===== config.mk =====
export PLATFORM = sky130hd
export DESIGN_NAME = double_ended_queue_flat
export DESIGN_NICKNAME = d
export VERILOG_FILES = /design/src/rtl/dq_pkg.sv /design/src/rtl/dq_in_if.sv /design/src/rtl/dq_out_if.sv /design/src/rtl/dq_ctrl.sv /design/src/rtl/dq_dpath.sv /design/src/rtl/double_ended_queue.sv /design/src/flat_wrapper.sv
export SDC_FILE = /design/constraint.sdc
export NUM_CORES = 1
export LEC_CHECK = 0
export BUFFER_PORTS_ARGS = -buffer_cell sky130_fd_sc_hd__buf_2
export CORE_ASPECT_RATIO = 1.2
export CORE_MARGIN = 10
export CORE_UTILIZATION = 44
export CTS_CLUSTER_SIZE = 40
export DETAILED_ROUTE_END_ITERATION = 8
export GPL_TIMING_DRIVEN = 0
export SLEW_MARGIN = 20
export SYNTH_ARGS = -nofsm -noshare
export SYNTH_HDL_FRONTEND = slang
export SYNTH_SLANG_ARGS = --single-unit

===== constraint.sdc =====
create_clock -name clk -period 7.2 [get_ports clk]
set_input_delay 0.36 -clock clk [delete_from_list [all_inputs] [get_ports clk]]
set_output_delay 0.36 -clock clk [all_outputs]
set_load 0.05 [all_outputs]

===== src/rtl/dq_pkg.sv =====
// Shared types and constants for the double-ended queue.
`timescale 1ns / 1ps
package dq_pkg;

  localparam int unsigned CMD_W   = 3;
  localparam int unsigned WORD_W  = 32;
  localparam int unsigned COUNT_W = 5;
  localparam int unsigned STAT_W  = 2;

  typedef enum logic [CMD_W-1:0] {
    CMD_PUSH_FRONT = 3'd0,
    CMD_PUSH_BACK  = 3'd1,
    CMD_POP_FRONT  = 3'd2,
    CMD_POP_BACK   = 3'd3,
    CMD_DUMP_FWD   = 3'd4,
    CMD_DUMP_REV   = 3'd5
  } cmd_t;

  typedef enum logic [STAT_W-1:0] {
    STAT_OK    = 2'd0,
    STAT_EMPTY = 2'd1,
    STAT_FULL  = 2'd2
  } status_t;

  typedef enum logic [1:0] {
    ST_IDLE,
    ST_EXEC,
    ST_DATA
  } state_t;

  // controller -> datapath
  typedef struct packed {
    logic capture;
    logic push;
    logic err;
    logic rd_en;
    logic data_load;
    logic pop_commit;
    logic idx_inc;
  } dq_ctrl_t;

  // datapath -> controller
  typedef struct packed {
    logic is_push;
    logic is_pop;
    logic is_dump;
    logic empty;
    logic full;
    logic out_free;
    logic dump_last;
  } dq_stat_t;

endpackage


===== src/rtl/dq_in_if.sv =====
// Command channel interface.
`timescale 1ns / 1ps
interface dq_in_if;
  import dq_pkg::*;

  logic              valid;
  logic              ready;
  logic [CMD_W-1:0]  command;
  logic signed [WORD_W-1:0] value;

  modport source (output valid, output command, output value, input ready);
  modport sink   (input valid, input command, input value, output ready);
endinterface


===== src/rtl/dq_out_if.sv =====
// Result channel interface.
`timescale 1ns / 1ps
interface dq_out_if;
  import dq_pkg::*;

  logic                     valid;
  logic                     ready;
  logic signed [WORD_W-1:0] result_value;
  logic [COUNT_W-1:0]       entry_count;
  logic [STAT_W-1:0]        status;
  logic                     last;

  modport source (output valid, output result_value, output entry_count, output status,
                  output last, input ready);
  modport sink   (input valid, input result_value, input entry_count, input status,
                  input last, output ready);
endinterface


===== src/rtl/dq_ctrl.sv =====
// Command sequencer for the double-ended queue.
`timescale 1ns / 1ps
module dq_ctrl
  import dq_pkg::*;
(
  input  logic     clk,
  input  logic     rst_n,
  input  logic     in_valid,
  input  dq_stat_t stat,
  output logic     in_ready,
  output dq_ctrl_t ctl
);

  state_t state_r, state_nxt;

  always_ff @(posedge clk) begin
    if (!rst_n) begin
      state_r <= ST_IDLE;
    end else begin
      state_r <= state_nxt;
    end
  end

  always_comb begin
    state_nxt = state_r;
    case (state_r)
      ST_IDLE: begin
        if (in_valid) begin
          state_nxt = ST_EXEC;
        end
      end
      ST_EXEC: begin
        if (stat.is_push) begin
          if (stat.out_free) begin
            state_nxt = ST_IDLE;
          end
        end else if (stat.is_pop || stat.is_dump) begin
          if (stat.empty) begin
            if (stat.out_free) begin
              state_nxt = ST_IDLE;
            end
          end else begin
            state_nxt = ST_DATA;
          end
        end else begin
          state_nxt = ST_IDLE;
        end
      end
      ST_DATA: begin
        if (stat.out_free) begin
          if (stat.is_dump && !stat.dump_last) begin
            state_nxt = ST_EXEC;
          end else begin
            state_nxt = ST_IDLE;
          end
        end
      end
      default: state_nxt = ST_IDLE;
    endcase
  end

  always_comb begin
    in_ready = 1'b0;
    ctl      = '0;
    case (state_r)
      ST_IDLE: begin
        in_ready    = 1'b1;
        ctl.capture = in_valid;
      end
      ST_EXEC: begin
        if (stat.is_push) begin
          ctl.push = stat.out_free && !stat.full;
          ctl.err  = stat.out_free && stat.full;
        end else if (stat.is_pop || stat.is_dump) begin
          ctl.err   = stat.out_free && stat.empty;
          ctl.rd_en = !stat.empty;
        end
      end
      ST_DATA: begin
        ctl.data_load  = stat.out_free;
        ctl.pop_commit = stat.out_free && stat.is_pop;
        ctl.idx_inc    = stat.out_free && stat.is_dump && !stat.dump_last;
      end
      default: begin
        in_ready = 1'b0;
      end
    endcase
  end

endmodule


===== src/rtl/dq_dpath.sv =====
// Ring storage, pointers and result register of the double-ended queue.
`timescale 1ns / 1ps
module dq_dpath
  import dq_pkg::*;
#(
  parameter int unsigned DEPTH = 16
) (
  input  logic              clk,
  input  logic              rst_n,
  input  logic [CMD_W-1:0]  in_command,
  input  logic [WORD_W-1:0] in_value,
  input  dq_ctrl_t          ctl,
  output dq_stat_t          stat,
  dq_out_if.source          out_ch
);

  localparam int unsigned IW = (DEPTH > 1) ? $clog2(DEPTH) : 1;
  localparam int unsigned CW = $clog2(DEPTH + 1);

  logic [WORD_W-1:0] mem [DEPTH];
  logic [WORD_W-1:0] rd_data_r;

  logic [CMD_W-1:0]  cmd_r;
  logic [WORD_W-1:0] value_r;
  logic [IW-1:0]     front_r, front_nxt;
  logic [CW-1:0]     count_r, count_nxt;
  logic [CW-1:0]     idx_r, idx_nxt;

  logic              out_valid_r, out_valid_nxt;
  logic [WORD_W-1:0] out_value_r;
  logic [CW-1:0]     out_count_r;
  status_t           out_status_r;
  logic              out_last_r;

  logic              is_push, is_pop, is_dump, is_front;
  logic [CW-1:0]     count_m1;
  logic [IW-1:0]     off;
  logic [IW:0]       slot_sum;
  logic [IW-1:0]     slot;
  logic [IW-1:0]     front_dec;
  logic [IW-1:0]     front_inc;
  logic [IW-1:0]     wr_addr;

  assign is_push  = (cmd_r == CMD_PUSH_FRONT) || (cmd_r == CMD_PUSH_BACK);
  assign is_pop   = (cmd_r == CMD_POP_FRONT) || (cmd_r == CMD_POP_BACK);
  assign is_dump  = (cmd_r == CMD_DUMP_FWD) || (cmd_r == CMD_DUMP_REV);
  assign is_front = (cmd_r == CMD_PUSH_FRONT) || (cmd_r == CMD_POP_FRONT);
  assign count_m1 = count_r - CW'(1);

  always_comb begin
    case (cmd_r)
      CMD_PUSH_BACK: off = IW'(count_r);
      CMD_POP_FRONT: off = '0;
      CMD_POP_BACK:  off = IW'(count_m1);
      CMD_DUMP_FWD:  off = IW'(idx_r);
      CMD_DUMP_REV:  off = IW'(count_m1 - idx_r);
      default:       off = '0;
    endcase
  end

  assign slot_sum  = {1'b0, front_r} + {1'b0, off};
  assign slot      = (slot_sum >= (IW+1)'(DEPTH)) ? IW'(slot_sum - (IW+1)'(DEPTH))
                                                  : IW'(slot_sum);
  assign front_dec = (front_r == '0) ? IW'(DEPTH - 1) : front_r - IW'(1);
  assign front_inc = (front_r == IW'(DEPTH - 1)) ? '0 : front_r + IW'(1);
  assign wr_addr   = is_front ? front_dec : slot;

  assign stat.is_push   = is_push;
  assign stat.is_pop    = is_pop;
  assign stat.is_dump   = is_dump;
  assign stat.empty     = (count_r == '0);
  assign stat.full      = (count_r >= CW'(DEPTH));
  assign stat.out_free  = !out_valid_r || out_ch.ready;
  assign stat.dump_last = (idx_r == count_m1);

  always_ff @(posedge clk) begin
    if (ctl.push) begin
      mem[wr_addr] <= value_r;
    end
    if (ctl.rd_en) begin
      rd_data_r <= mem[slot];
    end
  end

  always_ff @(posedge clk) begin
    if (ctl.capture) begin
      cmd_r   <= in_command;
      value_r <= in_value;
    end
  end

  always_comb begin
    front_nxt = front_r;
    count_nxt = count_r;
    idx_nxt   = idx_r;
    if (ctl.push) begin
      count_nxt = count_r + CW'(1);
      if (is_front) begin
        front_nxt = front_dec;
      end
    end
    if (ctl.pop_commit) begin
      count_nxt = count_m1;
      if (is_front) begin
        front_nxt = front_inc;
      end
    end
    if (ctl.capture) begin
      idx_nxt = '0;
    end else if (ctl.idx_inc) begin
      idx_nxt = idx_r + CW'(1);
    end
  end

  always_ff @(posedge clk) begin
    if (!rst_n) begin
      front_r <= '0;
      count_r <= '0;
      idx_r   <= '0;
    end else begin
      front_r <= front_nxt;
      count_r <= count_nxt;
      idx_r   <= idx_nxt;
    end
  end

  always_comb begin
    out_valid_nxt = out_valid_r;
    if (ctl.push || ctl.err || ctl.data_load) begin
      out_valid_nxt = 1'b1;
    end else if (out_ch.ready) begin
      out_valid_nxt = 1'b0;
    end
  end

  always_ff @(posedge clk) begin
    if (!rst_n) begin
      out_valid_r <= 1'b0;
    end else begin
      out_valid_r <= out_valid_nxt;
    end
  end

  always_ff @(posedge clk) begin
    if (ctl.push) begin
      out_value_r  <= '0;
      out_count_r  <= count_r + CW'(1);
      out_status_r <= STAT_OK;
      out_last_r   <= 1'b1;
    end else if (ctl.err) begin
      out_value_r  <= '0;
      out_count_r  <= count_r;
      out_status_r <= is_push ? STAT_FULL : STAT_EMPTY;
      out_last_r   <= 1'b1;
    end else if (ctl.data_load) begin
      out_value_r  <= rd_data_r;
      out_count_r  <= is_pop ? count_m1 : count_r;
      out_status_r <= STAT_OK;
      out_last_r   <= !is_dump || (idx_r == count_m1);
    end
  end

  assign out_ch.valid        = out_valid_r;
  assign out_ch.result_value = out_value_r;
  assign out_ch.entry_count  = COUNT_W'(out_count_r);
  assign out_ch.status       = out_status_r;
  assign out_ch.last         = out_last_r;

`ifndef SYNTHESIS
  a_count_bound: assert property (@(posedge clk) disable iff (!rst_n)
    count_r <= CW'(DEPTH))
    else $error("stored count above depth");

  a_front_bound: assert property (@(posedge clk) disable iff (!rst_n)
    front_r <= IW'(DEPTH - 1))
    else $error("front index out of range");

  a_load_free: assert property (@(posedge clk) disable iff (!rst_n)
    (ctl.push || ctl.err || ctl.data_load) |-> (!out_valid_r || out_ch.ready))
    else $error("result register overwritten before transfer");

  a_push_count: assert property (@(posedge clk) disable iff (!rst_n)
    ctl.push |=> (count_r == $past(count_r) + CW'(1)))
    else $error("push did not advance count");

  a_pop_count: assert property (@(posedge clk) disable iff (!rst_n)
    ctl.pop_commit |=> (count_r == $past(count_r) - CW'(1)))
    else $error("pop did not reduce count");
`endif

endmodule


===== src/rtl/double_ended_queue.sv =====
// Top level of the bounded double-ended queue.
// Push, or any error result: the result register loads from EXEC once it is free.
// Pop: the ring read is registered in EXEC first, then the result loads in DATA.
// Dump: each word is read from the ring in EXEC, then loaded in DATA, forward or reverse.
// The next command is taken only in IDLE, after the last load; a loaded result that waits
// for the receiver holds off the next load, and so the next command.
// Synchronous active-low reset empties the queue; ring contents are not cleared.
`timescale 1ns / 1ps
module double_ended_queue
  import dq_pkg::*;
#(
  parameter int unsigned DEPTH = 16
) (
  input  logic     clk,
  input  logic     rst_n,
  dq_in_if.sink    in_ch,
  dq_out_if.source out_ch
);

  dq_ctrl_t ctl;
  dq_stat_t stat;
  logic     in_ready;

  dq_ctrl u_ctrl (
    .clk      (clk),
    .rst_n    (rst_n),
    .in_valid (in_ch.valid),
    .stat     (stat),
    .in_ready (in_ready),
    .ctl      (ctl)
  );

  dq_dpath #(
    .DEPTH (DEPTH)
  ) u_dpath (
    .clk        (clk),
    .rst_n      (rst_n),
    .in_command (in_ch.command),
    .in_value   (in_ch.value),
    .ctl        (ctl),
    .stat       (stat),
    .out_ch     (out_ch)
  );

  assign in_ch.ready = in_ready;

endmodule


===== src/flat_wrapper.sv =====
// flat-port wrapper written by rule: the top's interface ports become plain ports
module double_ended_queue_flat import dq_pkg::*;
#(
  parameter int unsigned DEPTH = 16
)
  (clk, rst_n, in_ch_valid, in_ch_command, in_ch_value, in_ch_ready, out_ch_valid, out_ch_result_value, out_ch_entry_count, out_ch_status, out_ch_last, out_ch_ready);
  dq_in_if in_ch_i ();
  dq_out_if out_ch_i ();
  input  logic clk;
  input  logic rst_n;
  input wire logic [$bits(in_ch_i.valid)-1:0] in_ch_valid;
  input wire logic [$bits(in_ch_i.command)-1:0] in_ch_command;
  input wire logic [$bits(in_ch_i.value)-1:0] in_ch_value;
  output wire logic [$bits(in_ch_i.ready)-1:0] in_ch_ready;
  output wire logic [$bits(out_ch_i.valid)-1:0] out_ch_valid;
  output wire logic [$bits(out_ch_i.result_value)-1:0] out_ch_result_value;
  output wire logic [$bits(out_ch_i.entry_count)-1:0] out_ch_entry_count;
  output wire logic [$bits(out_ch_i.status)-1:0] out_ch_status;
  output wire logic [$bits(out_ch_i.last)-1:0] out_ch_last;
  input wire logic [$bits(out_ch_i.ready)-1:0] out_ch_ready;
  assign in_ch_i.valid = in_ch_valid;
  assign in_ch_i.command = in_ch_command;
  assign in_ch_i.value = in_ch_value;
  assign in_ch_ready = in_ch_i.ready;
  assign out_ch_valid = out_ch_i.valid;
  assign out_ch_result_value = out_ch_i.result_value;
  assign out_ch_entry_count = out_ch_i.entry_count;
  assign out_ch_status = out_ch_i.status;
  assign out_ch_last = out_ch_i.last;
  assign out_ch_i.ready = out_ch_ready;
  double_ended_queue #(.DEPTH(DEPTH)) u_core (.clk(clk), .rst_n(rst_n), .in_ch(in_ch_i), .out_ch(out_ch_i));
endmodule

==> reports/summary.txt, run 1 <==
H-tree depth -> 3
Met2 routed WL -> 28,700 µm
RSZ-0062 raised after global routing -> no
Finish-stage setup viols -> 0
FF-to-FF Start -> u_core.u_dpath.count_r[0]
Clk_lat worst skew -> 0.62 ns
Hold Path Class -> in2reg
Worst-path maximum fanout -> 10
Switch share -> 22.6%
Post-CTS sizing -> 0
Total Wirelength -> 56,900 µm
Met3 WL post-DR -> 3160 µm
FFs w/ async S/R, synth -> 0%
Fin crit share -> 94.4%
Area Growth Syn to Fin -> 19.3%
Vias in the first global route -> 13,200
Synth area leader -> edfxtp_1
Sequential cell area fraction in the yosys report -> 75.4%
Hold Violations, Final -> 0
DIE AREA -> 0.0659 mm²
P_sw -> 1.87 mW
Horiz. Die Dim -> 236 µm
Clock slew at reported path FFs -> 0.06 ns
Synth cell count leaders -> 584 x edfxtp_1, 128 x mux4_2, 98 x mux2i_1
Combinational Power Share -> 8.3%
Yosys top cell area share -> 71.2%
Pwr dens -> 281 mW/mm²
Period minus WS final -> 6.80 ns
Largest net degree at the start of global routing -> 24
Clk_skew -> 0.0335 ns
Yosys cell types -> 57
Final HPWL DP -> 38,300 µm
# nets final -> 1,568
Chip height -> 279 µm
Post-Syn Area -> 0.0246 mm²
Syn Nets -> 1,310
Number of iterations in the first detailed-routing pass -> 5
Fin util -> 53.3%
Top cells by area, synth -> edfxtp_1 71%, mux4_2 12%, dfxtp_1 4.2%
#FFs+latches synth -> 636
Clk sink count -> 636
Worst Path Required -> 7.50 ns
Slew @ Worst Pin -> 1.25 ns
DR DRC count -> 0
CTS max path bufs -> 3
Standard-cell rows -> 94
Worst setup path start -> u_core.u_dpath.count_r[0]
Internal power -> 6.39 mW
Crit Path Class -> reg2reg
Outcome -> completed
Top sig layer -> met4
Share of layout cells above drive strength 1 -> 27.1%
CP Data Arrival Time -> 7.09 ns
Mapped Cells -> 1,258
WL/cell -> 24.8 µm
Number of synthesized flops with an enable pin -> 584
Ys Warns -> 0
TritonCTS clock tree -> built
Post-DP Area -> 0.0269 mm²
Vias/cell -> 5.55
Post-route design area -> 0.0294 mm²
Ant. Diodes -> 0
Max Cap Viol -> 0
Fin cells -> 2,290
CP Launch Type -> flop
Max Slew Vio Count -> 0
Syn_area_per_cell -> 19.6 µm²
Iter 0 DRT Violations -> 1,055
Initial Util -> 44.7%
Fillers -> 4,302
Gpl congestion -> 0.829
I/O Buffers -> 80
M1 wire length -> 23,700 µm
FMAX -> 0.147 GHz
Dominant cell by count in the synthesized netlist -> edfxtp_1
Worst VDD drop -> 182 µV
Worst rel slew slack -> 16.3%
First-pass GRT wire length -> 84,800 µm
Num ports -> 81
Sequential fraction of design power -> 50.3%
DRT antenna net count -> 0
Top_reg_cell synth -> edfxtp_1
HP Start -> rst_n
Root Buffer -> clkbuf_16
WHS -> 0.0840 ns
Initial antenna violation count -> 0
Total grt overflow -> 0
Clock power frac -> 41.4%
Pleak -> 9.80 nW
Cell count after placement -> 2,133
Vias -> 12,700
Setup_tns -> 0 ns
Overall Global Routing Usage -> 17.2%
Core footprint -> 0.0552 mm²
TritonCTS Buffers -> 66
Worst setup EP type -> flop
## stage by stage
stage	setup WS [ns]	power (mW)
global route	0.0637	8.53
floorplan	-0.486	4.67
detailed placement	0.456	4.91
global placement	-6.12	4.89
finish	0.405	8.25
CTS	0.395	8.34
## final cells by class
class / instances / area [µm²] / area share (%)
Inverter: 14 / 52.6 / 0.179
Sequential cell: 636 / 18600 / 63.2
Clock buffer: 88 / 1880 / 6.38
Timing Repair Buffer: 190 / 1520 / 5.17
Buffer: 63 / 260 / 0.885
Clock inverter: 34 / 313 / 1.06
Multi-Input combinational cell: 545 / 5910 / 20.1
Tap cell: 720 / 901 / 3.06
## cells in the final DEF, fill, tap and decap left out, types with 5 or more instances in the layout
cell           instances
edfxtp_1             584
mux4_2               128
buf_2                127
mux2i_1               98
nand2_1               85
clkbuf_16             68
clkbuf_1              52
dfxtp_1               52
a21oi_1               51
dlygate4sd3_1         35
nor2_1                29
inv_1                 14
xnor2_1               12
clkinv_2              12
buf_16                12
ha_1                  11
clkbuf_8              10
buf_4                 10
nor3_1                 9
o21ai_0                9
clkinv_1               9
nand3_1                8
nand2b_1               8
clkbuf_2               8
buf_6                  8
buf_1                  7
and3_1                 6
xor2_1                 6
a2111oi_2              6
a22oi_1                5
## critical path: stages (launching register included)
cell and delay (ns):
dfxtp_1 0.45, clkbuf_1 0.40, inv_1 0.19, ha_1 0.39
inv_1 0.17, fa_1 0.43, mux2i_1 0.14, o22ai_1 0.09
nand2_1 0.09, o31ai_1 0.11, fa_1 0.51, clkbuf_1 0.35
clkbuf_1 0.56, clkbuf_1 0.71, a21oi_1 0.33, a2111oi_2 0.77
buf_2 0.33, buf_2 0.24, buf_2 0.22
## sequential cells by signal, summed over array words and instances (netlist names)
register                            count
u_core.u_dpath.value_r                 32
u_core.u_dpath.out_ch.entry_count       5
u_core.u_ctrl.state_r                   2
u_core.u_dpath.out_ch.status            2
u_core.u_dpath.mem                    512
u_core.u_dpath.front_r                  4
u_core.u_dpath.out_ch.result_value     32
u_core.u_dpath.out_ch.valid             1
u_core.u_dpath.out_ch.last              1
u_core.u_dpath.cmd_r                    3
u_core.u_dpath.count_r                  5
u_core.u_dpath.idx_r                    5
u_core.u_dpath.rd_data_r               32
## final timing paths
path                                                          endpoint  slack, ns  cells past startpoint
worst min register to register  u_core.u_dpath.out_ch.result_value[15]       0.45                      2
worst max-delay path                         u_core.u_dpath.mem[3][18]       0.40                     18
worst max register to register               u_core.u_dpath.mem[3][18]       0.40                     18
worst min-delay path                         u_core.u_dpath.count_r[4]       0.08                      3
## what timing repair did
action,4_1_cts,5_1_grt
buffers inserted,0,0
hold buffers,35,0
hold endpoints to repair,35,0
endpoints found under the setup margin,0,0
## power by group through the flow
| stage | Combinational [mW] | Clock, mW | Sequential (mW) |
|---|---|---|---|
| 2_1_floorplan | 0.440 | 0 | 4.23 |
| 3_3_place_gp | 0.658 | 0 | 4.23 |
| 3_5_place_dp | 0.685 | 0 | 4.23 |
| 4_1_cts | 0.702 | 3.48 | 4.15 |
| 5_1_grt | 0.741 | 3.63 | 4.16 |
| 6_report | 0.689 | 3.41 | 4.15 |
## cell families after synthesis
family	synth area share, %
compound gates	3.07
xor+xnor	0.731
fa+ha+maj	0.721
buf+inv	1.22
flops	75.4
mux	15.7
simple gates	3.19
## routing by layer
layer	global-route usage, %	vias up
met5	0	-
met4	5.84	0
met3	3.57	82
met2	28.7	381
met1	22.0	6642
li1	-	5611
No activity file was read; power rests on OpenSTA's default activity.
==> inputs of run 2 (changes only) <==
--- a/config.mk
+++ b/config.mk
@@ -5,9 +5,9 @@
 export SDC_FILE = /design/constraint.sdc
 export NUM_CORES = 1
 export LEC_CHECK = 0
+export ABC_CLOCK_PERIOD_IN_PS = 7200
 export BUFFER_PORTS_ARGS = -buffer_cell sky130_fd_sc_hd__buf_2
 export CORE_ASPECT_RATIO = 1.2
-export CORE_MARGIN = 10
 export CORE_UTILIZATION = 44
 export CTS_CLUSTER_SIZE = 40
 export DETAILED_ROUTE_END_ITERATION = 8
@@ -15,4 +15,5 @@
 export SLEW_MARGIN = 20
 export SYNTH_ARGS = -nofsm -noshare
 export SYNTH_HDL_FRONTEND = slang
+export SYNTH_HIERARCHICAL = 1
 export SYNTH_SLANG_ARGS = --single-unit
==> run 2 against run 1 <==
Against the previous run: sequential cell count stayed put; critical path type unchanged; routed wire length down 3.9%; synthesized cell count is 1.2% lower; critical endpoint is now u_core/u_dpath/mem[9][8]; core utilization fell by 0.34 points; via count decreased by 3.1%.
==> reports/summary.txt, run 2 <==
Setup_tns -> 0 ns (unchanged)
FFs w/ async S/R, synth -> 0% (unchanged)
Biggest register -> u_core/u_dpath/mem
Max incr delay on CP -> 0.80 ns (+0.03 ns)
I/O Buffers -> 80 (unchanged)
Setup WS post-layout -> 1.82 ns (+1.42 ns)
Buf/Inv on CP -> 6 (-3)
Dominant cell by count in the synthesized netlist -> edfxtp_1
Commonest non-fill, non-tap cell in the layout -> edfxtp_1
Worst-path maximum fanout -> 11 (+1)
Crit-path leading delay family -> buffers and inverters
Crit-path cells -> buf_6 > inv_1 > ha_1 > fa_1 > nand2_1 > o21ai_0 > o21ai_0 > fa_1 > clkbuf_1 > buf_1 > nor3b_1 > o21ai_0 > o32ai_4 > buf_8 > buf_8
TritonCTS clock tree -> built
Worst setup EP type -> flop
CP max stage cell -> o21ai_0
DR DRC count -> 0 (unchanged)
Clk_lat worst skew -> 0.63 ns (about the same)
Area Growth Syn to Fin -> 19.0%
Overall Global Routing Usage -> 19.5% (+2.4 points)
Outcome -> completed
Number of synthesized flops with an enable pin -> 584 (unchanged)
Synth cell count leaders -> 584 x edfxtp_1, 129 x mux2i_1, 128 x mux4_2
Top_reg_cell synth -> edfxtp_1
Worst Path Required -> 7.58 ns (+0.08 ns)
Vias/cell -> 5.49 (-1.0%)
Synth area leader -> edfxtp_1
Slew @ Worst Pin -> 1.04 ns (-0.207 ns)
Post-Syn Area -> 0.0249 mm² (+0.91%)
Initial antenna violation count -> 0 (unchanged)
Top cells by area, synth -> edfxtp_1 71%, mux4_2 12%, mux2i_1 5.2%
Hold Violations, Final -> 0 (unchanged)
Max Slew Vio Count -> 0 (unchanged)
Initial Util -> 44.5% (-0.16 points)
Largest net degree at the start of global routing -> 37 (+54%)
FMAX -> 0.186 GHz (+26%)
Mapped Cells -> 1,243 (-1.2%)
Vias in the first global route -> 12,900 (-1.7%)
Fin crit share -> 74.7% (-20 points)
Most frequent cells in the layout -> 584 x edfxtp_1, 129 x mux2i_1, 128 x mux4_2
Clock slew at reported path FFs -> 0.06 ns (about the same)
Clk_skew -> 0.0156 ns (-0.0180 ns)
First-pass GRT wire length -> 82,000 µm (-3.4%)
Worst rel slew slack -> 30.7% (+14 points)
Finish-stage setup viols -> 0 (unchanged)
Core footprint -> 0.0559 mm² (+1.3%)
CTS max path bufs -> 3 (unchanged)
Pwr dens -> 267 mW/mm² (-4.8%)
Chip height -> 262 µm (-6.0%)
Final HPWL DP -> 36,000 µm (-6.0%)
Ant. Diodes -> 0 (unchanged)
DRT antenna net count -> 0 (unchanged)
Standard-cell rows -> 95 (+1.1%)
Gpl congestion -> 0.822 (-0.81%)
Yosys top cell area share -> 70.5% (-0.64 points)
DIE AREA -> 0.0575 mm² (-13%)
Vias -> 12,300 (-3.1%)
Pleak -> 9.71 nW (-0.91%)
Share of layout cells above drive strength 1 -> 25.9% (-1.2 points)
Crit Path Class -> reg2reg
Worst setup path start -> u_core/u_dpath/count_r[0]
Max FFs per register -> 512 (unchanged)
Sequential cell area fraction in the yosys report -> 74.7% (-0.68 points)
Fillers -> 4,355 (+1.2%)
FF-to-FF Start -> u_core/u_dpath/count_r[0]
RSZ-0062 raised after global routing -> no
Syn Nets -> 1,296 (-1.1%)
Clk sink count -> 636 (unchanged)
Syn_area_per_cell -> 20.0 µm² (+2.1%)
Number of iterations in the first detailed-routing pass -> 6 (+1)
Iter 0 DRT Violations -> 1,238 (+17%)
Period minus WS final -> 5.38 ns (-1.42 ns)
Hold Path Class -> in2reg
Num ports -> 81 (unchanged)
# nets final -> 1,520 (-3.1%)
Max Cap Viol -> 0 (unchanged)
Ys Warns -> 6 (+6)
Total Wirelength -> 54,600 µm (-3.9%)
Most used cell, CP -> o21ai_0
H-tree depth -> 2 (-1)
Horiz. Die Dim -> 219 µm (-7.2%)
Post-CTS sizing -> 0 (unchanged)
WL/cell -> 24.4 µm (-1.9%)
Post-CTS Setup Bufs -> 0 (unchanged)
TritonCTS Buffers -> 61 (-7.6%)
HP Start -> out_ch_ready
Root Buffer -> clkbuf_16
Total grt overflow -> 0 (unchanged)
CP Launch Type -> flop
Yosys cell types -> 61 (+7.0%)
#FFs+latches synth -> 636 (unchanged)
Fin util -> 53.0% (-0.34 points)
Setup Slack @ Placement -> 1.86 ns (+1.40 ns)
CP Data Arrival Time -> 5.75 ns (-1.34 ns)
Worst VDD drop -> 191 µV (+5.3%)
run 2: worst paths after layout:
path                                      endpoint  slack (ns)  depth (start not counted)
min                    u_core/u_dpath/out_ch.valid        0.22                          3
max                       u_core/u_dpath/mem[9][8]        1.82                         15
max reg2reg               u_core/u_dpath/mem[9][8]        1.82                         15
min reg2reg  u_core/u_dpath/out_ch.result_value[5]        0.49                          2
run 2: tightest hold or removal path, delay by kind of cell:
| kind | cells | cell delay, ns |
|---|---|---|
| AOI/OAI and AO/OA | 1 | 0.13 |
| buffers and inverters | 1 | 0.07 |
| and+or+nand+nor | 1 | 0.23 |
run 2: what timing repair did:
action                                 in CTS  in global routing
hold buffers                               36                  0
endpoints found under the hold margin      37                  0
setup endpoints to repair                   0                  0
run 2: layout make-up:
class	count	area, µm²	share of cell area [%]
plain buffers	68	369	1.25
clock buffers	78	1610	5.45
clock inverters	34	324	1.10
inverters	12	45.0	0.152
multi-input cells	527	6140	20.7
flip-flops and latches	636	18600	62.8
well taps	727	910	3.07
repair buffers	161	1620	5.47
run 2: cells by family after synthesis:
group,Yosys count,synth area share [%]
flops,636,74.7
buf+inv,80,1.66
compound gates,76,2.02
fa+ha+maj,14,0.765
simple gates,155,3.15
mux,258,16.8
xor+xnor,24,0.875
run 2: report_power, final:
| group | internal [mW] | total (mW) | switching [mW] |
|---|---|---|---|
| sequential | 4.10 | 4.15 | 0.0573 |
| combinational | 0.278 | 0.637 | 0.359 |
| clock | 1.76 | 3.12 | 1.36 |
| total | 6.13 | 7.91 | 1.77 |
run 2: per-layer routing:
layer | track usage [%] | vias to the layer above | routed length (µm)
li1 | - | 5470 | -
met5 | 0 | - | 0
met4 | 5.63 | 0 | 1420
met3 | 2.94 | 92 | 2840
met1 | 26.4 | 6404 | 22900
met2 | 32.7 | 359 | 27500
run 2: through the flow:
step	instances	hold slack, ns	area [µm²]	power [mW]
6_report	2243	0.224	29600	7.91
5_1_grt	2243	0.243	29600	8.16
4_1_cts	2242	0.209	29600	7.99
3_5_place_dp	2094	0.472	27300	4.87
3_3_place_gp	2050	0.462	26200	4.83
2_1_floorplan	1243	0.456	24900	4.64
